`src/rtl/core/cleb_pkg.sv`:
```
// shared constants, codes and types of the line edit buffer
package cleb_pkg;

    // text storage
    localparam int CAPACITY = 4096;
    localparam int ADDR_W   = $clog2(CAPACITY);
    localparam int CNT_W    = $clog2(CAPACITY + 1);

    // word field widths
    localparam int OP_W     = 3;
    localparam int CHAR_W   = 8;
    localparam int INDEX_W  = 12;
    localparam int STATUS_W = 2;

    // command codes
    localparam logic [OP_W-1:0] OP_LEFT  = 3'd0;
    localparam logic [OP_W-1:0] OP_RIGHT = 3'd1;
    localparam logic [OP_W-1:0] OP_BACK  = 3'd2;
    localparam logic [OP_W-1:0] OP_INS   = 3'd3;
    localparam logic [OP_W-1:0] OP_READ  = 3'd4;

    // status codes
    localparam logic [STATUS_W-1:0] STAT_DONE = 2'd0;
    localparam logic [STATUS_W-1:0] STAT_IGN  = 2'd1;
    localparam logic [STATUS_W-1:0] STAT_FULL = 2'd2;

    // memory work handed from front to back
    localparam int KIND_W = 3;
    localparam logic [KIND_W-1:0] JOB_NONE   = 3'd0;
    localparam logic [KIND_W-1:0] JOB_MOVE_L = 3'd1;
    localparam logic [KIND_W-1:0] JOB_MOVE_R = 3'd2;
    localparam logic [KIND_W-1:0] JOB_INSERT = 3'd3;
    localparam logic [KIND_W-1:0] JOB_READ_L = 3'd4;
    localparam logic [KIND_W-1:0] JOB_READ_R = 3'd5;

    // queue depths
    localparam int JQ_DEPTH  = 2;
    localparam int JQ_PTR_W  = $clog2(JQ_DEPTH);
    localparam int JQ_CNT_W  = $clog2(JQ_DEPTH + 1);
    localparam int RES_DEPTH = 2;
    localparam int RES_PTR_W = $clog2(RES_DEPTH);
    localparam int RES_CNT_W = $clog2(RES_DEPTH + 1);

    typedef struct packed {
        logic [CNT_W-1:0]    text_length;
        logic [CNT_W-1:0]    cursor_pos;
        logic [STATUS_W-1:0] status;
    } summary_t;

    typedef struct packed {
        logic [KIND_W-1:0] kind;
        logic [ADDR_W-1:0] rd_addr;
        logic [ADDR_W-1:0] wr_addr;
        logic [CHAR_W-1:0] ch;
        summary_t          summary;
    } job_t;

    typedef struct packed {
        logic [CHAR_W-1:0] char_out;
        summary_t          summary;
    } result_t;

endpackage

```
`src/rtl/core/cleb_front.sv`:
```
// command decode, boundary checks and cursor bookkeeping
module cleb_front
    import cleb_pkg::*;
(
    input  logic               clk,
    input  logic               rst_n,
    input  logic               accept,
    input  logic [OP_W-1:0]    opcode,
    input  logic [CHAR_W-1:0]  char_in,
    input  logic [INDEX_W-1:0] read_index,
    output job_t               job
);

    logic [CNT_W-1:0] left_count_reg;
    logic [CNT_W-1:0] left_count_next;
    logic [CNT_W-1:0] right_count_reg;
    logic [CNT_W-1:0] right_count_next;
    logic [CNT_W-1:0] len;
    logic [CNT_W-1:0] idx_ext;
    logic [CNT_W-1:0] cap;
    logic [CNT_W-1:0] right_pos;
    logic [CNT_W-1:0] left_top;
    logic [CNT_W-1:0] right_top;

    assign len       = left_count_reg + right_count_reg;
    assign idx_ext   = CNT_W'(read_index);
    assign cap       = CNT_W'(CAPACITY);
    assign right_pos = len - CNT_W'(1) - idx_ext;
    assign left_top  = left_count_reg - CNT_W'(1);
    assign right_top = right_count_reg - CNT_W'(1);

    // classify the command and work out the new counts
    always_comb
    begin
        left_count_next  = left_count_reg;
        right_count_next = right_count_reg;
        job.kind         = JOB_NONE;
        job.rd_addr      = '0;
        job.wr_addr      = '0;
        job.ch           = char_in;
        job.summary.status = STAT_DONE;
        unique case (opcode)
            OP_LEFT:
            begin
                if (left_count_reg == '0 || right_count_reg >= cap)
                begin
                    job.summary.status = STAT_IGN;
                end
                else
                begin
                    job.kind         = JOB_MOVE_L;
                    job.rd_addr      = left_top[ADDR_W-1:0];
                    job.wr_addr      = right_count_reg[ADDR_W-1:0];
                    left_count_next  = left_top;
                    right_count_next = right_count_reg + CNT_W'(1);
                end
            end
            OP_RIGHT:
            begin
                if (right_count_reg == '0 || left_count_reg >= cap)
                begin
                    job.summary.status = STAT_IGN;
                end
                else
                begin
                    job.kind         = JOB_MOVE_R;
                    job.rd_addr      = right_top[ADDR_W-1:0];
                    job.wr_addr      = left_count_reg[ADDR_W-1:0];
                    right_count_next = right_top;
                    left_count_next  = left_count_reg + CNT_W'(1);
                end
            end
            OP_BACK:
            begin
                if (left_count_reg == '0)
                begin
                    job.summary.status = STAT_IGN;
                end
                else
                begin
                    left_count_next = left_top;
                end
            end
            OP_INS:
            begin
                if (len >= cap || left_count_reg >= cap)
                begin
                    job.summary.status = STAT_FULL;
                end
                else
                begin
                    job.kind        = JOB_INSERT;
                    job.wr_addr     = left_count_reg[ADDR_W-1:0];
                    left_count_next = left_count_reg + CNT_W'(1);
                end
            end
            OP_READ:
            begin
                if (idx_ext < left_count_reg)
                begin
                    job.kind    = JOB_READ_L;
                    job.rd_addr = read_index[ADDR_W-1:0];
                end
                else if (idx_ext < len && right_pos < cap)
                begin
                    job.kind    = JOB_READ_R;
                    job.rd_addr = right_pos[ADDR_W-1:0];
                end
                else
                begin
                    job.summary.status = STAT_IGN;
                end
            end
            default:
            begin
                job.summary.status = STAT_IGN;
            end
        endcase
        job.summary.text_length = left_count_next + right_count_next;
        job.summary.cursor_pos  = left_count_next;
    end

    // stack depths
    always_ff @(posedge clk or negedge rst_n)
    begin
        if (!rst_n)
        begin
            left_count_reg  <= '0;
            right_count_reg <= '0;
        end
        else if (accept)
        begin
            left_count_reg  <= left_count_next;
            right_count_reg <= right_count_next;
        end
    end

endmodule

```
`config.mk`:
```
export PLATFORM = sky130hd
export DESIGN_NAME = cleb_front
export DESIGN_NICKNAME = d
export VERILOG_FILES = /design/src/rtl/core/cleb_pkg.sv /design/src/rtl/core/cleb_front.sv
export SDC_FILE = /design/constraint.sdc
export NUM_CORES = 1
export LEC_CHECK = 0
export CAP_MARGIN = 20
export CORE_MARGIN = 3
export CORE_UTILIZATION = 25
export CTS_CLUSTER_SIZE = 30
export DETAILED_ROUTE_END_ITERATION = 7
export DONT_BUFFER_PORTS = 1
export PLACE_DENSITY = 0.4
export SLEW_MARGIN = 20
export SYNTH_ARGS = -nofsm -noshare
export SYNTH_HDL_FRONTEND = slang
export SYNTH_SLANG_ARGS = --single-unit
```
`constraint.sdc`:
```
create_clock -name clk -period 6.43 [get_ports clk]
set_input_delay 0.9645 -clock clk [delete_from_list [all_inputs] [get_ports clk]]
set_output_delay 0.9645 -clock clk [all_outputs]
set_load 0.1 [all_outputs]
```
# Word level (Yosys, flattened, before mapping)
# Index checks and enable logic that the tools add are counted.
# word_totals
register_bits	26
in_bits	26
out_inout_bits	63
wordCells	51
# op_classes
add_sub_neg	8
magnitude_cmp	6
eq_ne	4
muxes	24
n_reduce_logical	7
# op_table
operator	n
2-to-1 mux 13 bit	6
one-hot mux 12 bit (3 select lines)	2
one-hot mux 13 bit (4 select lines)	1
greater-or-equal comparator 13 bit, second input constant	3
subtractor 13 x 1 -> 13 bit, second input constant	3
2-to-1 mux 15 bit	2
adder 13 x 1 -> 13 bit, second input constant	2
adder 13 bit	2
zero test 13 bit	2
less-than comparator 12 x 13 -> 1 bit	2
2-to-1 mux 26 bit	1
one-hot mux 13 bit (2 select lines)	1
2-to-1 mux 25 bit	1
less-than comparator 13 bit, second input constant	1
subtractor 13 x 12 -> 13 bit	1
2-to-1 mux 12 bit	1
one-hot mux 3 bit (4 select lines)	1
one-hot mux 2 bit (5 select lines)	1
equality test 3 x 2 -> 1 bit, second input constant	2
2-to-1 mux 1 bit	5
2-to-1 mux 2 bit	2
equality test 3 x 1 -> 1 bit, second input constant	1
equality test 3 bit, second input constant	1
zero test 3 bit	1
2 further kinds	4

# Logic depth before layout (Yosys ltp)
# depth
depth_word	8
mapped_depth	24
depth_no_buf	23

# Worst setup path before layout
# Ideal clock, no wire load.
# synth_timing
kind	register -> output
start	register right_count_reg[0]
end	output job[27] in the netlist's numbering
t_arrival_ns	7.946
required_ns	5.465
slack_ns	-2.481
path_stages_with_launch	23
path_cell_list	dfrtp_1 ha_1 inv_1 fa_1 nand2b_1 a21oi_1 o41a_4 a211o_1 and2_1 nor2_1 o21ai_0 o21ai_0 ha_1 inv_1 fa_1 nor2b_1 o31a_1 o41ai_1 o21ai_0 o21ai_0 nand2b_1 a21oi_1 xnor2_1
# synth_rtl
item	line_no	text
start, declared	cleb_front.sv:16	logic [CNT_W-1:0] right_count_reg;
start signal, assigned	cleb_front.sv:134	right_count_reg <= right_count_next;
end, declared	cleb_front.sv:11	output job_t job

==> results.sh <==
export IMPL_grt_ovfl_total=0
export IMPL_total_power_mw=3.76
export IMPL_netlist_instances=724
export IMPL_via_per_inst=5.37
export IMPL_initial_utilization_pct=25.5
export IMPL_synth_area_leaders="ha_1 (15%), dfrtp_1 (12%), xnor2_1 (8.6%)"
export IMPL_synth_cell_types=82
export IMPL_ys_flop_type="dfrtp_1"
export IMPL_cts_buffers=3
export IMPL_hold_violations=0
export IMPL_drv_cap=0
export IMPL_clk_path_buf_depth=2
export IMPL_synth_cell_area_sq_um=5400
export IMPL_grt_pass1_vias=5669
export IMPL_slew_headroom_pct=21.6
export IMPL_clkTransAtPathRegs_ns=0.09
export IMPL_cts_tree="yes"
export IMPL_grt_max_degree=30
export IMPL_fmax_mhz=162
export IMPL_status="finished clean"
export IMPL_die_height_um=153
export IMPL_totalWireLength_um=21800
export IMPL_drt_pass1_iter_count=4
export IMPL_diodes=0
export IMPL_rows=53
export IMPL_die_area_sq_um=23400
export IMPL_cp_required_ns=5.47
export IMPL_crit_fanout=5
export IMPL_worstSkewPairLatency_ns=0.28
export IMPL_finalMaxSlewViolations=0
export IMPL_port_buffers=0
export IMPL_rr_worst_depth=12
export IMPL_cts_sinks=26
export IMPL_drive_above_1_share_pct=21.7
export IMPL_final_nets=862
export IMPL_netlist_top_cells_count="nor2_1 (68), ha_1 (66), nand2_1 (59), xnor2_1 (53), o21ai_0 (50)"
export IMPL_detail_route_antenna_nets=0
export IMPL_area_growth_pct=24.9
export IMPL_end_kind="output pin"
export IMPL_criticalPathCategory="flop to output pin"
export IMPL_grt_pass1_wl_um=33600
export IMPL_drc=0
export IMPL_finalCritPeriodShare_pct=96.3
export IMPL_synth_top_cell_area_share_pct=15.3
export IMPL_worst_pin_slew_ns=1.18
export IMPL_die_x_um=153
export IMPL_worstHoldPathType="input port to async pin"
export IMPL_first_iter_violations=383
export IMPL_antenna_found_initial=0
export IMPL_arrival_ns=5.23
export IMPL_ys_ff_latch=26
export IMPL_dp_hpwl_um=17700
export IMPL_p_leak_nw=3.00
export IMPL_synthArstFlopShare_pct=100
export IMPL_dp_cells=1030
export IMPL_routabilityCongestion=0.923
export IMPL_critPathLaunchType="flop"
export IMPL_core_sq_um=21200
export IMPL_cts_htree_levels=1
export IMPL_synth_warning_count=0
export IMPL_syn_nets=819
export IMPL_fin_skew_ns=0.00742
export IMPL_synth_edf_count=0
export IMPL_avgSynthCellArea_sq_um=7.46
export IMPL_synth_most_common_cell="nor2_1"
export IMPL_powerDensity_nw_per_um2=557
export IMPL_wl_per_cell_um=21.0
export IMPL_grtUsageTotal_pct=18.1
export IMPL_setup_viol=0
export IMPL_ys_seq_area_share_pct=12.0
export IMPL_synth_top_cell_by_area="ha_1"
export IMPL_fin_crit_ns=6.19
export IMPL_vias=5593
export IMPL_fin_cells=1041
export IMPL_io_pins=89
export IMPL_peakVddDrop_uv=713
export IMPL_cts_root_buf="clkbuf_16"
[final timing paths]
check,startpoint,slack [ns],endpoint
worst max-delay path,right_count_reg[0]$_DFFE_PN0P_,0.24,job[27]
worst min-delay path,rst_n,0.37,left_count_reg[5]$_DFFE_PN0P_
worst max register to register,right_count_reg[0]$_DFFE_PN0P_,2.97,left_count_reg[10]$_DFFE_PN0P_
worst min register to register,left_count_reg[7]$_DFFE_PN0P_,0.70,left_count_reg[7]$_DFFE_PN0P_
max in group asynchronous,rst_n,5.98,right_count_reg[4]$_DFFE_PN0P_
min in group clk,left_count_reg[7]$_DFFE_PN0P_,0.70,left_count_reg[7]$_DFFE_PN0P_
[power by group]
part	internal [mW]	switching (mW)	total (mW)	leakage, nW
logic	1.17	2.13	3.30	2.63
clock network	0.0962	0.0788	0.175	0.0442
registers	0.210	0.0756	0.286	0.329
total	1.48	2.28	3.76	3.00
[final cells by class]
type,count,area (sq um)
fillers,2266,14400
clock buffers,4,88.8
repair buffers,84,791
flip-flops and latches,26,651
well taps,275,344
multi-input cells,600,4670
inverters,52,200
[timing repair]
item,CTS,global route
hold buffers,0,0
endpoints found under the setup margin,2,17
resized for setup,3,18
setup buffers,0,7
pin swaps,0,10
[per-stage QoR]
| stage | instance area [sq um] | setup WS, ns | hold slack [ns] | utilization (%) | setup TNS [ns] |
|---|---|---|---|---|---|
| global placement | 6490 | 0.152 | 0.650 | 30.7 | 0 |
| CTS | 6590 | 0.0195 | 0.366 | 31.2 | 0 |
| detailed placement | 6490 | 0.173 | 0.670 | 30.7 | 0 |
| floorplan | 5570 | -0.187 | 0.618 | - | -0.322 |
| global route | 6740 | -0.00119 | 0.364 | 31.9 | -0.00119 |
| finish | 6740 | 0.240 | 0.369 | 31.9 | 0 |
[metal layers]
layer  wire, um  global-route usage (%)
met2       9780                    29.1
met1      10200                    25.2
met3       1410                    3.28
met4        456                    4.50
met5          0                       0
[logic make-up after synthesis]
family,share of synthesized area (%)
and+or+nand+nor,21.4
AOI/OAI and AO/OA,29.4
buffers and inverters,7.92
adders and majority gates,16.4
xor gates and xnor gates,11.0
DFF,12.0
muxes,1.85
[worst max-delay path, cell delays in order (launching register included)]
cell	delay [ns]
dfrtp_1	0.42
ha_1	0.22
inv_1	0.08
fa_2	0.21
nand2b_1	0.12
a21oi_1	0.12
o41a_4	0.50
a311oi_4	0.44
and2_4	0.26
buf_4	0.12
o21ai_2	0.10
a211oi_2	0.29
o21ba_4	0.22
ha_1	0.35
o21a_1	0.12
o31a_1	0.15
o41ai_2	0.34
o21ai_1	0.13
o21ai_1	0.13
nand2b_1	0.10
a21oi_4	0.19
xnor2_4	0.15
buf_12	0.19
[cells in the final DEF, fill, tap and decap left out, types with 8 or more instances in the layout]
master     n
buf_4     73
nor2_1    66
ha_1      65
nand2_1   58
inv_1     47
xnor2_1   40
a21oi_1   39
o21ai_0   34
dfrtp_1   26
nor3_1    21
nand3_1   18
a21o_1    16
xor2_1    14
a221o_1   13
o21ai_2   12
nand2b_1  11
xnor2_2   11
o22ai_1   11
o21a_1     9
nor4_1     8
nand4_1    8
buf_12     8
No activity file was read; power rests on OpenSTA's default activity.
