## src/rtl/core/cleb_pkg.sv

```systemverilog
// shared constants, codes and types of the line edit buffer
package cleb_pkg;

    // text storage
    localparam int CAPACITY = 4096;
    localparam int ADDR_W   = $clog2(CAPACITY);
    localparam int CNT_W    = $clog2(CAPACITY + 1);

    // word field widths
    localparam int OP_W     = 3;
    localparam int CHAR_W   = 8;
    localparam int INDEX_W  = 12;
    localparam int STATUS_W = 2;

    // command codes
    localparam logic [OP_W-1:0] OP_LEFT  = 3'd0;
    localparam logic [OP_W-1:0] OP_RIGHT = 3'd1;
    localparam logic [OP_W-1:0] OP_BACK  = 3'd2;
    localparam logic [OP_W-1:0] OP_INS   = 3'd3;
    localparam logic [OP_W-1:0] OP_READ  = 3'd4;

    // status codes
    localparam logic [STATUS_W-1:0] STAT_DONE = 2'd0;
    localparam logic [STATUS_W-1:0] STAT_IGN  = 2'd1;
    localparam logic [STATUS_W-1:0] STAT_FULL = 2'd2;

    // memory work handed from front to back
    localparam int KIND_W = 3;
    localparam logic [KIND_W-1:0] JOB_NONE   = 3'd0;
    localparam logic [KIND_W-1:0] JOB_MOVE_L = 3'd1;
    localparam logic [KIND_W-1:0] JOB_MOVE_R = 3'd2;
    localparam logic [KIND_W-1:0] JOB_INSERT = 3'd3;
    localparam logic [KIND_W-1:0] JOB_READ_L = 3'd4;
    localparam logic [KIND_W-1:0] JOB_READ_R = 3'd5;

    // queue depths
    localparam int JQ_DEPTH  = 2;
    localparam int JQ_PTR_W  = $clog2(JQ_DEPTH);
    localparam int JQ_CNT_W  = $clog2(JQ_DEPTH + 1);
    localparam int RES_DEPTH = 2;
    localparam int RES_PTR_W = $clog2(RES_DEPTH);
    localparam int RES_CNT_W = $clog2(RES_DEPTH + 1);

    typedef struct packed {
        logic [CNT_W-1:0]    text_length;
        logic [CNT_W-1:0]    cursor_pos;
        logic [STATUS_W-1:0] status;
    } summary_t;

    typedef struct packed {
        logic [KIND_W-1:0] kind;
        logic [ADDR_W-1:0] rd_addr;
        logic [ADDR_W-1:0] wr_addr;
        logic [CHAR_W-1:0] ch;
        summary_t          summary;
    } job_t;

    typedef struct packed {
        logic [CHAR_W-1:0] char_out;
        summary_t          summary;
    } result_t;

endpackage

```

## src/rtl/core/cleb_job_queue.sv

```systemverilog
// short queue of memory jobs between the front and the back
module cleb_job_queue
    import cleb_pkg::*;
(
    input  logic clk,
    input  logic rst_n,
    input  logic push,
    input  job_t job_in,
    output logic full,
    input  logic pop,
    output job_t job_out,
    output logic empty
);

    job_t                slot_reg [JQ_DEPTH];
    logic [JQ_PTR_W-1:0] wr_ptr_reg;
    logic [JQ_PTR_W-1:0] wr_ptr_next;
    logic [JQ_PTR_W-1:0] rd_ptr_reg;
    logic [JQ_PTR_W-1:0] rd_ptr_next;
    logic [JQ_CNT_W-1:0] count_reg;
    logic [JQ_CNT_W-1:0] count_next;
    logic                do_push;
    logic                do_pop;

    assign full    = (count_reg == JQ_CNT_W'(JQ_DEPTH));
    assign empty   = (count_reg == '0);
    assign do_push = push && !full;
    assign do_pop  = pop && !empty;
    assign job_out = slot_reg[rd_ptr_reg];

    // pointer and fill count
    always_comb
    begin
        wr_ptr_next = wr_ptr_reg;
        rd_ptr_next = rd_ptr_reg;
        count_next  = count_reg;
        if (do_push)
        begin
            wr_ptr_next = (wr_ptr_reg == JQ_PTR_W'(JQ_DEPTH - 1)) ? '0
                                                                  : wr_ptr_reg + 1'b1;
        end
        if (do_pop)
        begin
            rd_ptr_next = (rd_ptr_reg == JQ_PTR_W'(JQ_DEPTH - 1)) ? '0
                                                                  : rd_ptr_reg + 1'b1;
        end
        if (do_push && !do_pop)
        begin
            count_next = count_reg + 1'b1;
        end
        else if (do_pop && !do_push)
        begin
            count_next = count_reg - 1'b1;
        end
    end

    always_ff @(posedge clk or negedge rst_n)
    begin
        if (!rst_n)
        begin
            wr_ptr_reg <= '0;
            rd_ptr_reg <= '0;
            count_reg  <= '0;
        end
        else
        begin
            wr_ptr_reg <= wr_ptr_next;
            rd_ptr_reg <= rd_ptr_next;
            count_reg  <= count_next;
        end
    end

    // payload slots
    always_ff @(posedge clk)
    begin
        if (do_push)
        begin
            slot_reg[wr_ptr_reg] <= job_in;
        end
    end

endmodule

```

## config.mk

```make
export PLATFORM = sky130hd
export DESIGN_NAME = cleb_job_queue
export DESIGN_NICKNAME = d
export VERILOG_FILES = /design/src/rtl/core/cleb_pkg.sv /design/src/rtl/core/cleb_job_queue.sv
export SDC_FILE = /design/constraint.sdc
export NUM_CORES = 1
export LEC_CHECK = 0
export BUFFER_PORTS_ARGS = -buffer_cell sky130_fd_sc_hd__buf_2
export CORE_MARGIN = 4
export CORE_UTILIZATION = 50
export DETAILED_ROUTE_END_ITERATION = 8
export HOLD_SLACK_MARGIN = 0.03
export PLACE_DENSITY = 0.82
export SYNTH_ARGS = -nofsm -noshare
export SYNTH_HDL_FRONTEND = slang
export SYNTH_SLANG_ARGS = --single-unit
```

## constraint.sdc

```tcl
create_clock -name clk -period 4.3 [get_ports clk]
set_input_delay 1.29 -clock clk [delete_from_list [all_inputs] [get_ports clk]]
set_output_delay 1.29 -clock clk [all_outputs]
set_load 0.03 [all_outputs]
```

## Yosys cells after proc, flatten, opt, wreduce, memory -nomap -nowiden

Memory sizes are Yosys's and may differ from the RTL's.
Cells that the tools add are included.

- $add $sub $neg: 4
- Eq/ne operators: 1
- Multiplexer cells: 6
- Reductions and logical operators: 10

Operators with widths:

| operator | count |
|---|---|
| $logic_and A1 B1 Y1 | 4 |
| $logic_not A1 Y1 | 4 |
| $mux W1 | 4 |
| $mux W2 | 2 |
| $add A1 B1 Y1 const B | 2 |
| $add A2 B1 Y2 const B | 1 |
| $eq A2 B2 Y1 const B | 1 |
| $logic_not A2 Y1 | 1 |
| $reduce_bool A2 Y1 | 1 |
| $sub A2 B1 Y2 const B | 1 |

- Flip-flop bits (word level): 4
- RAM bits: 126
- Input port bits: 67
- Output and inout port bits: 65
- Logic and storage cells: 25
- Memories kept: 1

Memory list:

| memory | depth | width | rd ports | clocked after Yosys merged registers in | wr ports | RTL line | source |
|---|---|---|---|---|---|---|---|
| slot_reg | 2 | 63 | 1 | 0 | 1 | cleb_job_queue.sv:15 | `job_t slot_reg [JQ_DEPTH];` |

## Longest topological paths before layout

Gate-level depths: netlist of run 1.

- Depth in word-level cells: 7
- Mapped depth: 7
- Depth with buffers taken out: 7

## Worst setup path before layout of run 1

No wires, ideal clock.

- Path kind: input to register
- From: input push
- To: memory slot_reg[0][0] (netlist name) (enable)
- Setup time: 0.484 ns
- Arrival time: 4.013 ns
- Required time: 3.816 ns
- Path slack: -0.198 ns
- Cell stages on the path: 2
- Buffers on the path: 0
- Cells stage by stage: nand2_1 > nor2_1

- Cells in the longest elaborated chain, start to end: 3

Ends and longest elaborated chain:

| what | RTL line | source |
|---|---|---|
| start: declaration | cleb_job_queue.sv:7 | `input logic push,` |
| $logic_and A1 B1 Y1 | cleb_job_queue.sv:27 | `assign do_push = push && !full;` |
| $mux W1 | cleb_job_queue.sv:76 | `if (do_push)` |
| $mux W1 (implied by the code) | cleb_job_queue.sv:78 | `slot_reg[wr_ptr_reg] <= job_in;` |
| end: declaration | cleb_job_queue.sv:15 |  |

No other way between the ends.

==> results of run 1 <==
[worst register-to-register path: stages, from the launching register on]
cell      delay (ns)
dfrtp_1         0.42
nand2b_1        0.17
nand2_1         0.14
nor2_4          0.56
buf_12          0.35
[final timing paths]
kind                              startpoint              end  slack, ns  cells after the start
worst max-delay path              rd_ptr_reg      job_out[40]       0.76                      3
max in group asynchronous              rst_n       rd_ptr_reg       3.56                      1
worst max register to register  count_reg[0]  slot_reg[0][52]       2.32                      4
min in group asynchronous              rst_n     count_reg[0]       0.59                      1
worst min-delay path            count_reg[1]     count_reg[1]       0.53                      1
worst min register to register  count_reg[1]     count_reg[1]       0.53                      1
[per-stage QoR]
stage               utilization (%)  total power [mW]
floorplan                         -             3.347
global route                  64.58             5.151
detailed placement            59.07             3.683
finish                        64.58             4.915
global placement              59.07             3.645
CTS                           64.58             4.981
[power groups by stage]
stage                     sequential (mW)  clock [mW]  combinational [mW]
after detailed placement             1.94           0                1.75
after CTS                            1.91        1.32                1.75
after global routing                 1.94        1.39                1.82
final                                1.91        1.28                1.72
after floorplan                      1.83           0                1.51
after global placement               1.92           0                1.73
[routing by layer]
layer	share of wire [%]	up-vias	track usage, %	wire, um
li1	-	1142	-	-
met4	1.0	0	6.132	81
met1	42	1155	17.21	3343
met5	0	-	0	0
met2	50	91	23.61	4017
met3	7.6	6	5.851	611
[cell type report]
class | instances | area, um^2
well taps | 133 | 166.4
clock inverters | 13 | 118.9
multi-input cells | 76 | 1028
inverters | 2 | 7.507
repair buffers | 135 | 710.7
clock buffers | 19 | 421.7
fillers | 718 | 3478
flip-flops and latches | 130 | 3887
[logic make-up (layout without fill, tap and decap cells)]
family	Yosys count	in the layout	share of synthesized area, %
flip-flops	130	130	77.02
multiplexers	63	63	18.46
buffers and inverters	9	169	2.754
AND/OR/NAND/NOR	6	6	0.5460
XOR/XNOR	5	5	0.8686
adder cells (fa/ha/maj)	1	1	0.2481
AO/OA/AOI/OAI	1	1	0.09916
[synth_stat cells]
master	count	area, um^2
edfxtp_1	126	3784
o21ai_1	1	5.000
nand2_1	1	3.750
ha_1	1	12.51
buf_12	6	120.1
dfrtp_1	4	100.1
nand2b_1	1	6.260
mux2_2	4	45.04
buf_6	1	11.26
xor2_1	2	17.52
mux2_4	59	885.9
and3_1	1	6.260
inv_1	2	7.510
xnor2_1	3	26.28
nor2_1	3	11.26
==> impl_metrics.tcl, run 1 <==
set metrics [dict create \
    cts_root_buffer "clkbuf_8" \
    synthToLayoutAreaGrowth_pct 25.76 \
    cellInternalPower_mw 3.258 \
    ys_seq_area_share_pct 77.02 \
    slew_violations 0 \
    drive_gt1_share_pct 60.80 \
    io_buffers 131 \
    synth-seq-cells 130 \
    cp_data_arrival_time_ns 2.25 \
    die_area_um2 11750 \
    grt_pass1_vias 2584 \
    syn_area_per_cell_um2 23.45 \
    worstHoldPathType "register to register" \
    worstPathCellList "buf_12 -> mux2_2 -> buf_2" \
    grt_max_degree 44 \
    ant_nets 0 \
    max-clock-path-buffers 2 \
    worstMarginPinSlew_ns 0.6965 \
    fin_cells 508 \
    first_pass_iters 5 \
    drc 0 \
    hold_viol 0 \
    cts_buffers 17 \
    min_period_ns 3.539 \
    finalSetupViolations 0 \
    clkTransAtPathRegs_ns 0.05 \
    period_share_pct 82.29 \
    num_rows 36 \
    cts.htree.levels 4 \
    cts_hold_buf 0 \
    cts_sinks 130 \
    irDropWorstVdd_mv 0.4150 \
    final_cell_area_um2 6341 \
    startpoint_type "register" \
    cp_data_required_time_ns 3.01 \
    synth.distinct_cells 15 \
    grt_overflow 0 \
    cellLeakagePower_nw 2.577 \
    post_dp_cell_area_um2 5801 \
    netSwitchingFraction_pct 33.72 \
    drtIter0Drc 79 \
    setup_ws_ns 0.7615 \
    cts_tree "done" \
    worstPathMaxFanout 36 \
    placed_cells 476 \
    start_util_pct 51.35 \
    die_x_um 108.4 \
    pre_cts_slack_ns 1.256 \
    hpwl_um 5340 \
    cts_resized 0 \
    synth_nets 283 \
    cts_setup_buffers 0 \
    wl_per_cell_um 15.86 \
    syn_area_um2 5042 \
    critPathKind "register to output pin" \
    clkPwrFrac_pct 26.1 \
    nets 430 \
    die_h_um 108.4 \
    syn_inst 215 \
    coreArea_um2 9819 \
    antennaDiodeCount 0 \
    fin_hold_ws_ns 0.5343 \
    final_common_cell "buf_2" \
    fin_setup_tns_ns 0 \
    pwr-share-seq_pct 38.8 \
    via_count 2394 \
    powerDensity_nw_per_um2 775.2 \
    timing.fmax_mhz 282.6 \
    cp_top_family "flip-flops" \
    grt_usage_pct 14.54 \
    cap_violations 0 \
    switchingPower_mw 1.658 \
    layout_common_cells "buf_2 (131), edfxtp_1 (126), mux2_4 (59)" \
    worst_clock_skew_ns 0.003322 \
    clk_latency_ns 0.50 \
    antenna_found_initial 0 \
    wirelength_um 8055 \
    slowest_stage "dfrtp_4" \
    largest_reg_flops 126 \
    cp_num_buf_inv 2 \
    viasPerCell 4.713 \
    yosysWarnings 0 \
    critPathMaxStageDelay_ns 0.88 \
    grt_pass1_wl_um 12570 \
    rsz0062_at_grt "no" \
    gp_routability_congestion 0.6668 \
    ios 132 \
    maxSlewHeadroom_pct 53.56 \
    end_kind "output pin" \
    pwr-share-comb_pct 35.1 \
    status "complete, no violations" \
]
Note: power is estimated with default switching activity, not from simulation.
==> run 2, diff against run 1 <==
- CORE_UTILIZATION: 50 -> 47
- PLACE_DENSITY: 0.82 -> 0.81
- clock period: 4.3 -> 3.16 ns (I/O delays scaled with it)
==> impl_metrics.tcl, run 2 (same netlist as run 1, synthesis figures left out) <==
set metrics [dict create \
    cts_root_buffer "clkbuf_8" \
    slowest_stage "dfrtp_4" \
    fill_cells 777 \
    startpoint_type "register" \
    grt_pass1_vias 2692 \
    worstMarginPinSlew_ns 0.5335 \
    multiInputGateArea_um2 1028 \
    cts_hold_buf 0 \
    cts.htree.levels 4 \
    status "complete, no violations" \
    critPathKind "register to output pin" \
    hold_viol 0 \
    die_x_um 111.6 \
    cp_data_required_time_ns 2.21 \
    critPathMaxStageDelay_ns 0.42 \
    end_kind "output pin" \
    min_period_ns 2.874 \
    antenna_found_initial 1 \
    timing.fmax_mhz 348.0 \
    first_pass_iters 4 \
    cts_resized 0 \
    cp_data_arrival_time_ns 1.93 \
    timing.reg2reg.setup_slack_ns 1.24 \
    worstPathMaxFanout 64 \
    cap_violations 0 \
    period_share_pct 90.95 \
    rsz0062_at_grt "no" \
    io_buffers 131 \
    viasPerCell 4.781 \
    max-clock-path-buffers 2 \
    die_h_um 111.6 \
    gp_routability_congestion 0.6971 \
    die_area_um2 12450 \
    final_core_utilization_pct 61.67 \
    layout_common_cells "buf_2 (131), edfxtp_1 (126), mux2_4 (59)" \
    slew_violations 0 \
    largest_reg_flops 126 \
    grt_pass1_wl_um 13350 \
    num_rows 37 \
    cts_setup_buffers 0 \
    cts_sinks 130 \
    start_util_pct 48.62 \
    antennaDiodeCount 0 \
    grt_usage_pct 14.14 \
    maxSlewHeadroom_pct 64.35 \
    powerDensity_nw_per_um2 1067 \
    cts_tree "done" \
    cellLeakagePower_nw 2.599 \
    drtIter0Drc 71 \
    worst_clock_skew_ns 0.01032 \
    ant_nets 0 \
    clkTransAtPathRegs_ns 0.06 \
    hpwl_um 5535 \
    worstHoldPathType "input port to async pin" \
    fin_setup_tns_ns 0 \
    finalSetupViolations 0 \
    grt_max_degree 65 \
    fin_hold_ws_ns 0.2385 \
    drc 0 \
    irDropWorstVdd_mv 0.6390 \
    wirelength_um 8388 \
    via_count 2448 \
    drive_gt1_share_pct 61.44 \
    cts_buffers 17 \
    synthToLayoutAreaGrowth_pct 26.82 \
    final_common_cell "buf_2" \
    wl_per_cell_um 16.38 \
    worstPathCellList "buf_12 -> mux2_2 -> buf_2" \
    ios 132 \
    clk_latency_ns 0.50 \
    coreArea_um2 10370 \
    grt_overflow 0 \
    register_area_um2 3887 \
    nets 431 \
]
-- run 2: changes by cell type in the layout (fill, tap and decap cells not counted) --
cell,delta
clkinv_2,-3
clkinv_4,+3
clkinv_1,-2
buf_4,+1
bufinv_16,+1
inv_6,+1
-- run 2: worst max-delay path, delay by kind of cell, from the launching register on --
family	cells	cell delay (ns)
buf+inv	2	0.58
flops	1	0.42
mux	1	0.39
-- run 2: area by class of cell --
class | count | area share (%)
clock inverter | 13 | 2.524
multi-input combinational | 76 | 16.08
inverter | 2 | 0.1174
sequential | 130 | 60.79
tap | 136 | 2.661
clock buffer | 19 | 6.594
timing repair buffer | 136 | 11.23
-- run 2: report_power, final --
part / internal, mW / total, mW / switching (mW) / leakage, nW
combinational: 0.972 / 2.47 / 1.49 / 1.11
sequential: 2.37 / 2.48 / 0.116 / 1.22
clock: 1.20 / 1.87 / 0.674 / 0.276
-- run 2: per-stage QoR --
| step | instances | cell area, um^2 | setup WS [ns] | power (mW) |
|---|---|---|---|---|
| after global placement | 480 | 5812 | 0.8134 | 4.965 |
| after CTS | 512 | 6395 | 0.2382 | 6.924 |
| final | 512 | 6395 | 0.2860 | 6.822 |
| after global routing | 512 | 6395 | 0.1826 | 7.141 |
| after detailed placement | 480 | 5812 | 0.7597 | 5.025 |
| after floorplan | 215 | 5045 | 0.05765 | 4.554 |
-- run 2: final timing paths --
path                              startpoint              end  cells after the start
max in group asynchronous              rst_n       rd_ptr_reg                      1
min in group clk                count_reg[1]     count_reg[1]                      1
worst max register to register  count_reg[0]  slot_reg[0][40]                      4
worst min-delay path                   rst_n       wr_ptr_reg                      1
worst max-delay path              rd_ptr_reg      job_out[45]                      3
worst min register to register  count_reg[1]     count_reg[1]                      1
-- run 2: metal layers --
layer	track usage (%)	vias to the layer above	wire (um)
met5	0	-	7
met4	6.732	2	159
met3	5.924	16	650
met2	24.69	92	4378
met1	14.73	1191	3193
li1	-	1147	-
